<file path="config.mk">
export PLATFORM = sky130hd
export DESIGN_NAME = sbm_div
export DESIGN_NICKNAME = d
export VERILOG_FILES = /design/src/design/sbm_pkg.sv /design/src/design/sbm_div.sv
export SDC_FILE = /design/constraint.sdc
export NUM_CORES = 1
export LEC_CHECK = 0
export BUFFER_PORTS_ARGS = -buffer_cell sky130_fd_sc_hd__buf_2
export CAP_MARGIN = 20
export CORE_ASPECT_RATIO = 1.2
export CORE_MARGIN = 4
export CORE_UTILIZATION = 29
export CTS_BUF_LIST = sky130_fd_sc_hd__clkbuf_8
export DETAILED_ROUTE_END_ITERATION = 10
export GPL_TIMING_DRIVEN = 0
export PLACE_DENSITY = 0.61
export SYNTH_ARGS = -nofsm -noshare
export SYNTH_HDL_FRONTEND = slang
export SYNTH_SLANG_ARGS = --single-unit
</file>
<file path="constraint.sdc">
create_clock -name clock -period 3.1 [get_ports clock]
set_input_delay 0.775 -clock clock [delete_from_list [all_inputs] [get_ports clock]]
set_output_delay 0.775 -clock clock [all_outputs]
set_load 0.01 [all_outputs]
</file>
<file path="src/design/sbm_pkg.sv">
// ----------------------------------------------------------------------------
// sbm_pkg: shared definitions for the slot bitmap
// Default sizes, request mode and status codes, index width helper.
// ----------------------------------------------------------------------------
package sbm_pkg;

   localparam int DEF_WORD_BITS   = 32;
   localparam int DEF_TABLE_WORDS = 1024;
   localparam int DEF_SLOT_ORDER  = 4;

   localparam logic [1:0] MODE_MARK   = 2'd0;
   localparam logic [1:0] MODE_ERASE  = 2'd1;
   localparam logic [1:0] MODE_CLEAR  = 2'd2;

   localparam logic [1:0] STATUS_OK       = 2'd0;
   localparam logic [1:0] STATUS_MISALIGN = 2'd1;
   localparam logic [1:0] STATUS_CONFLICT = 2'd2;
   localparam logic [1:0] STATUS_RANGE    = 2'd3;

   // bits needed to index n entries, at least one
   function automatic int index_bits(input int n);
      return (n > 1) ? $clog2(n) : 1;
   endfunction

endpackage

</file>
<file path="src/design/sbm_div.sv">
// ----------------------------------------------------------------------------
// sbm_div: divider by a constant
// Splits a slot number into word index and bit position by multiplying with
// a rounded-up reciprocal. Start is registered in p1_ff, then in done_ff, which drives done.
// ----------------------------------------------------------------------------
module sbm_div
   import sbm_pkg::*;
#(
   parameter int NUM_W   = 15,
   parameter int DIVISOR = DEF_WORD_BITS,
   parameter int REM_W   = index_bits(DEF_WORD_BITS)
) (
   input  logic             clock,
   input  logic             reset,
   input  logic             start,
   input  logic [NUM_W-1:0] dividend,
   output logic             done,
   output logic [NUM_W-1:0] quotient,
   output logic [REM_W-1:0] remainder
);

   // a shift of NUM_W + ceil(log2 DIVISOR) keeps the quotient exact for every dividend
   localparam int     SHIFT   = NUM_W + REM_W;
   localparam int     RECIP_W = NUM_W + 2;
   localparam int     PROD_W  = NUM_W + RECIP_W;
   localparam longint RECIP_L = ((longint'(1) << SHIFT) + longint'(DIVISOR) - longint'(1))
                                / longint'(DIVISOR);
   localparam logic [RECIP_W-1:0] RECIP   = RECIP_W'(RECIP_L);
   localparam logic [NUM_W-1:0]   DIV_VAL = NUM_W'(DIVISOR);

   logic              p1_ff, p1_in;
   logic              done_ff, done_in;
   logic [PROD_W-1:0] prod_ff, prod_in;
   logic [NUM_W-1:0]  num_ff, num_in;
   logic [NUM_W-1:0]  quo_ff, quo_in;
   logic [REM_W-1:0]  rem_ff, rem_in;
   logic [NUM_W-1:0]  quo_calc;

   assign quo_calc = NUM_W'(prod_ff >> SHIFT);

   always_comb begin
      p1_in   = start;
      done_in = p1_ff;
      prod_in = prod_ff;
      num_in  = num_ff;
      quo_in  = quo_ff;
      rem_in  = rem_ff;
      if (start) begin
         prod_in = PROD_W'(dividend) * PROD_W'(RECIP);
         num_in  = dividend;
      end
      if (p1_ff) begin
         quo_in = quo_calc;
         rem_in = REM_W'(num_ff - quo_calc * DIV_VAL);
      end
   end

   always_ff @(posedge clock) begin
      if (reset) begin
         p1_ff   <= 1'b0;
         done_ff <= 1'b0;
      end else begin
         p1_ff   <= p1_in;
         done_ff <= done_in;
      end
   end

   always_ff @(posedge clock) begin
      prod_ff <= prod_in;
      num_ff  <= num_in;
      quo_ff  <= quo_in;
      rem_ff  <= rem_in;
   end

   assign done      = done_ff;
   assign quotient  = quo_ff;
   assign remainder = rem_ff;

endmodule

</file>
Word level (Yosys, flattened, before mapping)
Index checks and enable logic that the tools add are counted.
Word-level totals
  bits in registers: 32
Operators by class
  add/sub/neg operators: 1
Operators with widths (number)
  $sub A5 B1 Y5 const B: 1

Longest topological paths before layout
Gate-level depths: netlist of the first run.
  depth in word-level cells: 1
  gate-level depth with buffers: 1

Least setup slack after synthesis of the first run
OpenSTA, ideal clock, no wires.
  path type: reg-to-output
  start point: register quo_ff[0] (netlist: quotient[0])
  end point: output quotient[0]
  data arrival time: 394 ps
  required time: 2325 ps
  cell stages (with the launch flop): 1
  path buffers: 0
  path slack: 1931 ps
  cells stage by stage: edfxtp_1
RTL lines
  from (decl): line sbm_div.sv:35  | logic [NUM_W-1:0] quo_ff, quo_in;
  from (signal assigned): line sbm_div.sv:71  | quo_ff <= quo_in;
  to (decl): line sbm_div.sv:18  | output logic [NUM_W-1:0] quotient,
No word-level cell between the ends.

Worst setup path after layout of the first run
  start point: register quo_ff[4] (netlist: quotient[4])
  end point: output quotient[4]
No word-level cell between the ends.

==> flow_summary.toml, run 1 <==
[detailed_routing]
initialDrtViolationCount = 8
routed_via_density = 3.582
drc_errors = 0
wl_per_cell_um = 10.81
first_pass_iters = 2
ant_nets = 0
vias = 437
drt_wl_total_um = 1319

[worst_hold_path]
hold_depth = 0
min_from = "num_ff[6]$_DFFE_PP_"
holdPathEnd = "quotient[1]$_DFFE_PP_"
min_path_type = "flop to flop"

[timing]
finalSetupTns_ns = 0
rsz0062_at_grt = "false"
fin_crit_sh_pct = 49.99
tightest_slew_ns = 0.6441
hold_violations = 0
slew_viol_final = 0
finalClockSkew_ns = 0.002670
post-route-min-period_ns = 1.550
setup_viol = 0
fmax_ghz = 0.6453
slew_headroom_pct = 57.00
worst_slack_ns = 1.550

[layout]
design_area_mm2 = 0.001329
multi_input_comb_area_um2 = 31.28
mostFrequentLayoutCells = "buf_2, edfxtp_1, buf_4, conb_1, clkbuf_8"
mostFrequentLayoutCell = "buf_2"
nets = 102
syn_to_final_growth_pct = 33.58
seqCellArea_um2 = 940.9
layout-drive-gt1-share_pct = 52.94
nFillCells = 294
insertedDiodeCount = 0

[setup_path]
worstPathArrival_ns = 0.77
crit_slowest_cell = "edfxtp_1"
end_kind = "primary output"
rr_worst_depth = 0
regToRegStartpoint = "done_in$_SDFF_PP0_"
slowest_delay_ns = 0.36
r2r_slack_ns = 2.00
cp_top_family = "flip-flops"
path_cells = "buf_2"
worst-path-buf-inv = 1
crit-reg2reg-capture = "quotient[4]$_DFFE_PP_"
startpoint_type = "flop"
crit_type = "flop to primary output"
crit_fanout = 1
cp.required_ns = 2.32

[outcome]
status = "complete, no violations"

[cts]
postCtsSetupRepairBufs = 0
cts.sink_count = 32
cts_root_buf = "clkbuf_8"
clk_latency_ns = 0.27
clockBufferDepth = 2
cts_hold_buf = 0
cts_max_level = 2
clk_pin_slew_ns = 0.06
numCtsBuffers = 5
cts_tree = "done"
cts.repair.resized = 0

[synth]
syn-cell-area_um2 = 994.7
synth_seq_cells = 32
postSynthCellCount = 40
avgSynthCellArea_um2 = 24.87
synth_cell_types = 5
yosysSeqAreaShare_pct = 94.59
ys_warn_count = 0

[placed_design]
dp_worst_setup_slack_ns = 1.689
place_area_mm2 = 0.001221
io_buffers = 33
gp_congestion = 0.6099

[power]
finalPower_mw = 0.9311
ir_worst_vdd_v = 0.0004054
power.leakage_nw = 0.5424
cellPowerDensity_mw_per_mm2 = 700.7

[grt]
antenna_found_initial = 0
grt_use_total_pct = 6.478
grt_pass1_vias = 427
grt_first_pass_wirelength_um = 1842
grt_overflow = 0
grt_max_degree = 17

[die]
core-area_mm2 = 0.003309
fp.dieH_um = 72.16
initial_core_util_pct = 30.06
fp.dieW_um = 61.47
ios = 39
rows = 23
dieArea_mm2 = 0.004435

[run]
maxCapViolations = 0
[cell type report]
type / count / area share (%)
Tap cell: 37 / 3.484
Timing Repair Buffer: 33 / 12.43
Clock buffer: 5 / 5.179
Buffer: 5 / 2.825
Sequential cell: 32 / 70.81
Clock inverter: 3 / 2.919
Multi-Input combinational cell: 7 / 2.354
[how the worst max path moves through the flow]
stage	start	endpoint	slack, ns	depth (start not counted)
floorplan	quotient[0]$_DFFE_PP_	quotient[0]	1.93	0
CTS	quotient[4]$_DFFE_PP_	quotient[4]	1.53	1
detailed placement	start	num_ff[3]$_DFFE_PP_	1.69	1
global placement	start	num_ff[8]$_DFFE_PP_	1.70	1
global route	quotient[4]$_DFFE_PP_	quotient[4]	1.50	1
finish	quotient[4]$_DFFE_PP_	quotient[4]	1.55	1
[state kept, by name, indices dropped and copies added, names as in the netlist]
signal and count:
quotient 10, remainder 5, done 1, num_ff 15, done_in 1
[cell families after synthesis]
logic type,after synthesis,synth area share (%)
flops,32,94.59
buf+inv,5,3.774
simple gates,2,1.258
other cells,1,0.3770
[power by group]
group	total (mW)	leakage (nW)	internal (mW)	switching, mW
clock	0.368	0.0593	0.235	0.133
combinational	0.0443	0.179	0.0215	0.0228
sequential	0.519	0.304	0.509	0.00969
[through the flow]
| step | util (%) | std cells | hold WS, ns |
|---|---|---|---|
| after CTS | 40.15 | 122 | 0.4206 |
| final | 40.15 | 122 | 0.4174 |
| after floorplan | - | 44 | 0.4003 |
| after global placement | 36.90 | 114 | 0.4019 |
| after detailed placement | 36.90 | 114 | 0.4052 |
| after global routing | 40.15 | 122 | 0.4250 |
[synth_stat cells]
cell	n	area share [%]
edfxtp_1	30	91
buf_4	5	3.8
dfxtp_1	2	4.0
nor2b_1	2	1.3
conb_1	1	0.38
[routing by layer]
| metal | up-vias | global-route usage, % | share of wire [%] |
|---|---|---|---|
| met2 | 22 | 9.882 | 50 |
| met4 | 0 | 7.075 | 5.1 |
| met3 | 6 | 4.626 | 13 |
| met1 | 182 | 4.588 | 32 |
| met5 | - | 0 | 0 |
| li1 | 227 | - | - |
(Power assumes the default switching activity.)
==> run 2, diff against run 1 <==
Settings changed: ABC_AREA set to 1, PLACE_DENSITY 0.61 to 0.63.
Clock period 3.1 ns to 1.3 ns, I/O delays scaled along.
==> flow_summary.toml, run 2 <==
[outcome]
status = "complete, no violations"

[cts]
cts_root_buf = "clkbuf_8"
clk_pin_slew_ns = 0.06
cts.sink_count = 32
postCtsSetupRepairBufs = 0
cts.repair.resized = 0
clockBufferDepth = 2
clk_latency_ns = 0.27
cts_max_level = 2
cts_tree = "done"
cts_hold_buf = 0
numCtsBuffers = 5

[detailed_routing]
initialDrtViolationCount = 12
m1WireLength_um = 507
wl_per_cell_um = 12.20
first_pass_iters = 4
dr_wl_met2_um = 764
drc_errors = 0
routed_via_density = 3.871
ant_nets = 0
drt_wl_total_um = 1513
vias = 480
wl_met3_um = 194
highest_layer = "met4"

[synth]
netlist.area_leader.share_pct = 90.34
ys_top_cells_by_count = "edfxtp_1, buf_4, dfxtp_1, inv_1, nor2_1"
syn-cell-area_um2 = 997.2
async_flop_share_pct = 0
yosysSeqAreaShare_pct = 94.35
yosysTopAreaCell = "edfxtp_1"
synth_seq_cells = 32
ys_warn_count = 0
postSynthCellCount = 42
synth_cell_types = 6
synth_edf_count = 30
synth.most_common_cell = "edfxtp_1"
avgSynthCellArea_um2 = 23.74
ys.flop_type = "edfxtp_1"
synth.area.top_cells = "edfxtp_1, dfxtp_1, buf_4, inv_1, nor2_1"

[worst_hold_path]
min_path_type = "primary input to flop"

[layout]
syn_to_final_growth_pct = 30.99
registers.top_by_ff_count = "num_ff"
nets = 104
layout-drive-gt1-share_pct = 51.72
insertedDiodeCount = 0
fin_util_pct = 39.13
largest_reg_flops = 15
mostFrequentLayoutCell = "buf_2"
mostFrequentLayoutCells = "buf_2, edfxtp_1, buf_4, conb_1, clkbuf_8"

[setup_path]
cp.required_ns = 1.21
worstPathArrival_ns = 1.03
startpoint_type = "flop"
end_kind = "flop"
r2r_slack_ns = 0.18
rr_worst_depth = 0
startpoint = "done_in$_SDFF_PP0_"
crit_fanout = 16
crit_type = "flop to flop"
crit-reg2reg-capture = "remainder[4]$_DFFE_PP_"
regToRegStartpoint = "done_in$_SDFF_PP0_"
crit_cells = 0
crit_path_end = "remainder[4]$_DFFE_PP_"

[timing]
rsz0062_at_grt = "false"
setup_viol = 0
slew_headroom_pct = 54.70
fmax_ghz = 0.8890
hold_violations = 0
finalSetupTns_ns = 0
slew_viol_final = 0
tightest_slew_ns = 0.6786
post-route-min-period_ns = 1.125
finalClockSkew_ns = 0.004481
fin_crit_sh_pct = 86.53

[die]
core-area_mm2 = 0.003338
rows = 23
dieArea_mm2 = 0.004445
ios = 39
initial_core_util_pct = 29.87
fp.dieH_um = 72.24
fp.dieW_um = 61.53

[run]
maxCapViolations = 0

[grt]
grt_pass1_vias = 502
grt_use_total_pct = 7.967
grt_first_pass_wirelength_um = 2387
grt_overflow = 0
antenna_found_initial = 0
grt_max_degree = 17

[power]
cellPowerDensity_mw_per_mm2 = 1553
power.leakage_nw = 0.5362
finalPower_mw = 2.028
ir_worst_vdd_v = 0.0007510

[placed_design]
dp_hpwl_um = 1144
gp_congestion = 0.6706
io_buffers = 33
[run 2: cell types whose count changed after synthesis, sizes merged]
cell,change
inv,+2
nor2,+2
nor2b,-2
[run 2: how the worst min path moves through the flow]
| stage | to | slack, ns | start | cells after the start |
|---|---|---|---|---|
| 2_1_floorplan | done_in$_SDFF_PP0_ | 0.40 | reset | 1 |
| 5_1_grt | num_ff[4]$_DFFE_PP_ | 0.21 | dividend[4] | 1 |
| 6_report | num_ff[6]$_DFFE_PP_ | 0.22 | dividend[6] | 1 |
| 4_1_cts | num_ff[9]$_DFFE_PP_ | 0.21 | dividend[9] | 1 |
| 3_5_place_dp | quotient[7]$_DFFE_PP_ | 0.40 | num_ff[12]$_DFFE_PP_ | 0 |
| 3_3_place_gp | quotient[5]$_DFFE_PP_ | 0.40 | num_ff[10]$_DFFE_PP_ | 0 |
[run 2: stage by stage]
stage / area [um2] / std cells / hold WS (ns) / worst slack, ns
after global routing: 1306 / 124 / 0.2074 / 0.08064
final: 1306 / 124 / 0.2223 / 0.1751
after global placement: 1224 / 116 / 0.4024 / 0.2071
after CTS: 1306 / 124 / 0.2108 / 0.1427
after floorplan: 1012 / 46 / 0.3962 / 0.3175
after detailed placement: 1224 / 116 / 0.4045 / 0.1621
[run 2: power breakdown]
part	switching, mW	internal [mW]	leakage [nW]	total [mW]
Combinational	0.0571	0.0510	0.187	0.108
Sequential	0.0252	1.22	0.304	1.24
Clock	0.318	0.362	0.0453	0.680
[run 2: layer usage]
| metal | GRT usage (%) | vias up |
|---|---|---|
| li1 | - | 231 |
| met1 | 8.333 | 217 |
| met2 | 12.22 | 28 |
| met3 | 4.270 | 4 |
| met4 | 4.953 | 0 |
| met5 | 0 | - |
[run 2: cell families after synthesis]
| kind of cell | after synthesis | share of synthesized area, % |
|---|---|---|
| buf+inv | 7 | 4.518 |
| flops | 32 | 94.35 |
| other cells | 1 | 0.3761 |
| simple gates | 2 | 0.7531 |
[run 2: cell type report]
type	instances	area [um2]
clock inverter	3	13.76
sequential	32	940.9
tap	37	46.29
inverter	2	7.507
timing repair buffer	33	165.2
fill	317	2032
buffer	5	37.54
multi-input combinational	7	26.28
clock buffer	5	68.82
==> run 3, diff against run 2 <==
Settings changed: ABC_AREA 1 to unset, CORE_MARGIN 4 to 2.
==> flow_summary.toml, run 3 (synthesis gave the netlist of run 1 again) <==
[setup_path]
end_kind = "primary output"
crit_type = "flop to primary output"
cp.required_ns = 0.98
cp_top_family = "flip-flops"
worst-path-buf-inv = 1
crit_fanout = 1
startpoint_type = "flop"
path_cells = "buf_2"
crit_slowest_cell = "edfxtp_1"
worstPathArrival_ns = 0.80
slowest_delay_ns = 0.38

[placed_design]
dp_cells = 114
gp_congestion = 0.5893
dp_worst_setup_slack_ns = 0.1758
io_buffers = 33
place_area_mm2 = 0.001221

[layout]
design_area_mm2 = 0.001329
insertedDiodeCount = 0
seqCellArea_um2 = 940.9
fin_util_pct = 40.15
mostFrequentLayoutCells = "buf_2, edfxtp_1, buf_4, conb_1, clkbuf_8"
nFillCells = 312
largest_reg_flops = 15
multi_input_comb_area_um2 = 31.28
layout-drive-gt1-share_pct = 52.94
nets = 102
syn_to_final_growth_pct = 33.58
registers.top_by_ff_count = "num_ff"
stdcell_count = 122
mostFrequentLayoutCell = "buf_2"

[detailed_routing]
wl_per_cell_um = 11.55
ant_nets = 0
initialDrtViolationCount = 4
drt_wl_total_um = 1409
drc_errors = 0
vias = 455
first_pass_iters = 4
routed_via_density = 3.730

[cts]
numCtsBuffers = 5
cts_root_buf = "clkbuf_8"
cts.sink_count = 32
cts_hold_buf = 0
clockBufferDepth = 2
clk_pin_slew_ns = 0.06
postCtsSetupRepairBufs = 0
clk_latency_ns = 0.27
cts_tree = "done"
cts_max_level = 2
cts.repair.resized = 0

[worst_hold_path]
min_path_type = "primary input to flop"

[power]
power_switching_mw = 0.4047
power.leakage_nw = 0.5424
pwr-share-comb_pct = 4.8
ir_worst_vdd_v = 0.0007090
pwr-share-clk_pct = 39.6
p_int_mw = 1.826
cellPowerDensity_mw_per_mm2 = 1679
seqPwrFrac_pct = 55.6
p_sw_share_pct = 18.14

[die]
rows = 23
initial_core_util_pct = 30.06
fp.dieW_um = 57.47
core-area_mm2 = 0.003309
dieArea_mm2 = 0.003917
fp.dieH_um = 68.16
ios = 39

[grt]
grt_max_degree = 17
grt_first_pass_wirelength_um = 2097
grt_overflow = 0
grt_use_total_pct = 7.839
grt_pass1_vias = 448
antenna_found_initial = 0

[outcome]
status = "complete, no violations"

[timing]
slew_headroom_pct = 55.47
fmax_ghz = 0.8897
finalClockSkew_ns = 0.002399
slew_viol_final = 0
post-route-min-period_ns = 1.124
tightest_slew_ns = 0.6671
rsz0062_at_grt = "false"
setup_viol = 0
fin_crit_sh_pct = 86.46
finalSetupTns_ns = 0
worst_slack_ns = 0.1760
hold_violations = 0

[run]
maxCapViolations = 0
-- run 3: per-layer routing --
layer	GRT usage (%)	vias to the layer above	part of all wire, %
li1	-	228	-
met1	9.448	198	37
met2	10.51	25	53
met3	4.537	4	9.4
met4	5.233	0	1.3
met5	0	-	0
-- run 3: power groups by stage --
| stage | Sequential, mW | Clock (mW) | Combinational, mW |
|---|---|---|---|
| 5_1_grt | 1.25 | 0.969 | 0.117 |
| 6_report | 1.24 | 0.884 | 0.106 |
| 4_1_cts | 1.24 | 0.914 | 0.108 |
| 3_5_place_dp | 1.26 | 0 | 0.108 |
| 2_1_floorplan | 1.28 | 0 | 0.0193 |
| 3_3_place_gp | 1.26 | 0 | 0.105 |
-- run 3: final timing paths --
path	slack [ns]	to	cells past startpoint	startpoint
setup / recovery	0.18	quotient[5]	1	quotient[5]$_DFFE_PP_
hold / removal	0.22	done$_SDFF_PP0_	2	reset
setup reg to reg	0.19	remainder[2]$_DFFE_PP_	0	done_in$_SDFF_PP0_
hold reg to reg	0.42	quotient[9]$_DFFE_PP_	0	num_ff[14]$_DFFE_PP_
-- run 3: cell type report --
type,count,area share (%)
plain buffers,5,2.825
clock buffers,5,5.179
clock inverters,3,2.919
multi-input cells,7,2.354
flip-flops and latches,32,70.81
well taps,37,3.484
repair buffers,33,12.43
-- run 3: through the flow --
stage,hold slack [ns],total power [mW]
after floorplan,0.3966,1.297
after global placement,0.4029,1.364
after detailed placement,0.4063,1.371
after CTS,0.2077,2.264
after global routing,0.2089,2.335
final,0.2201,2.231
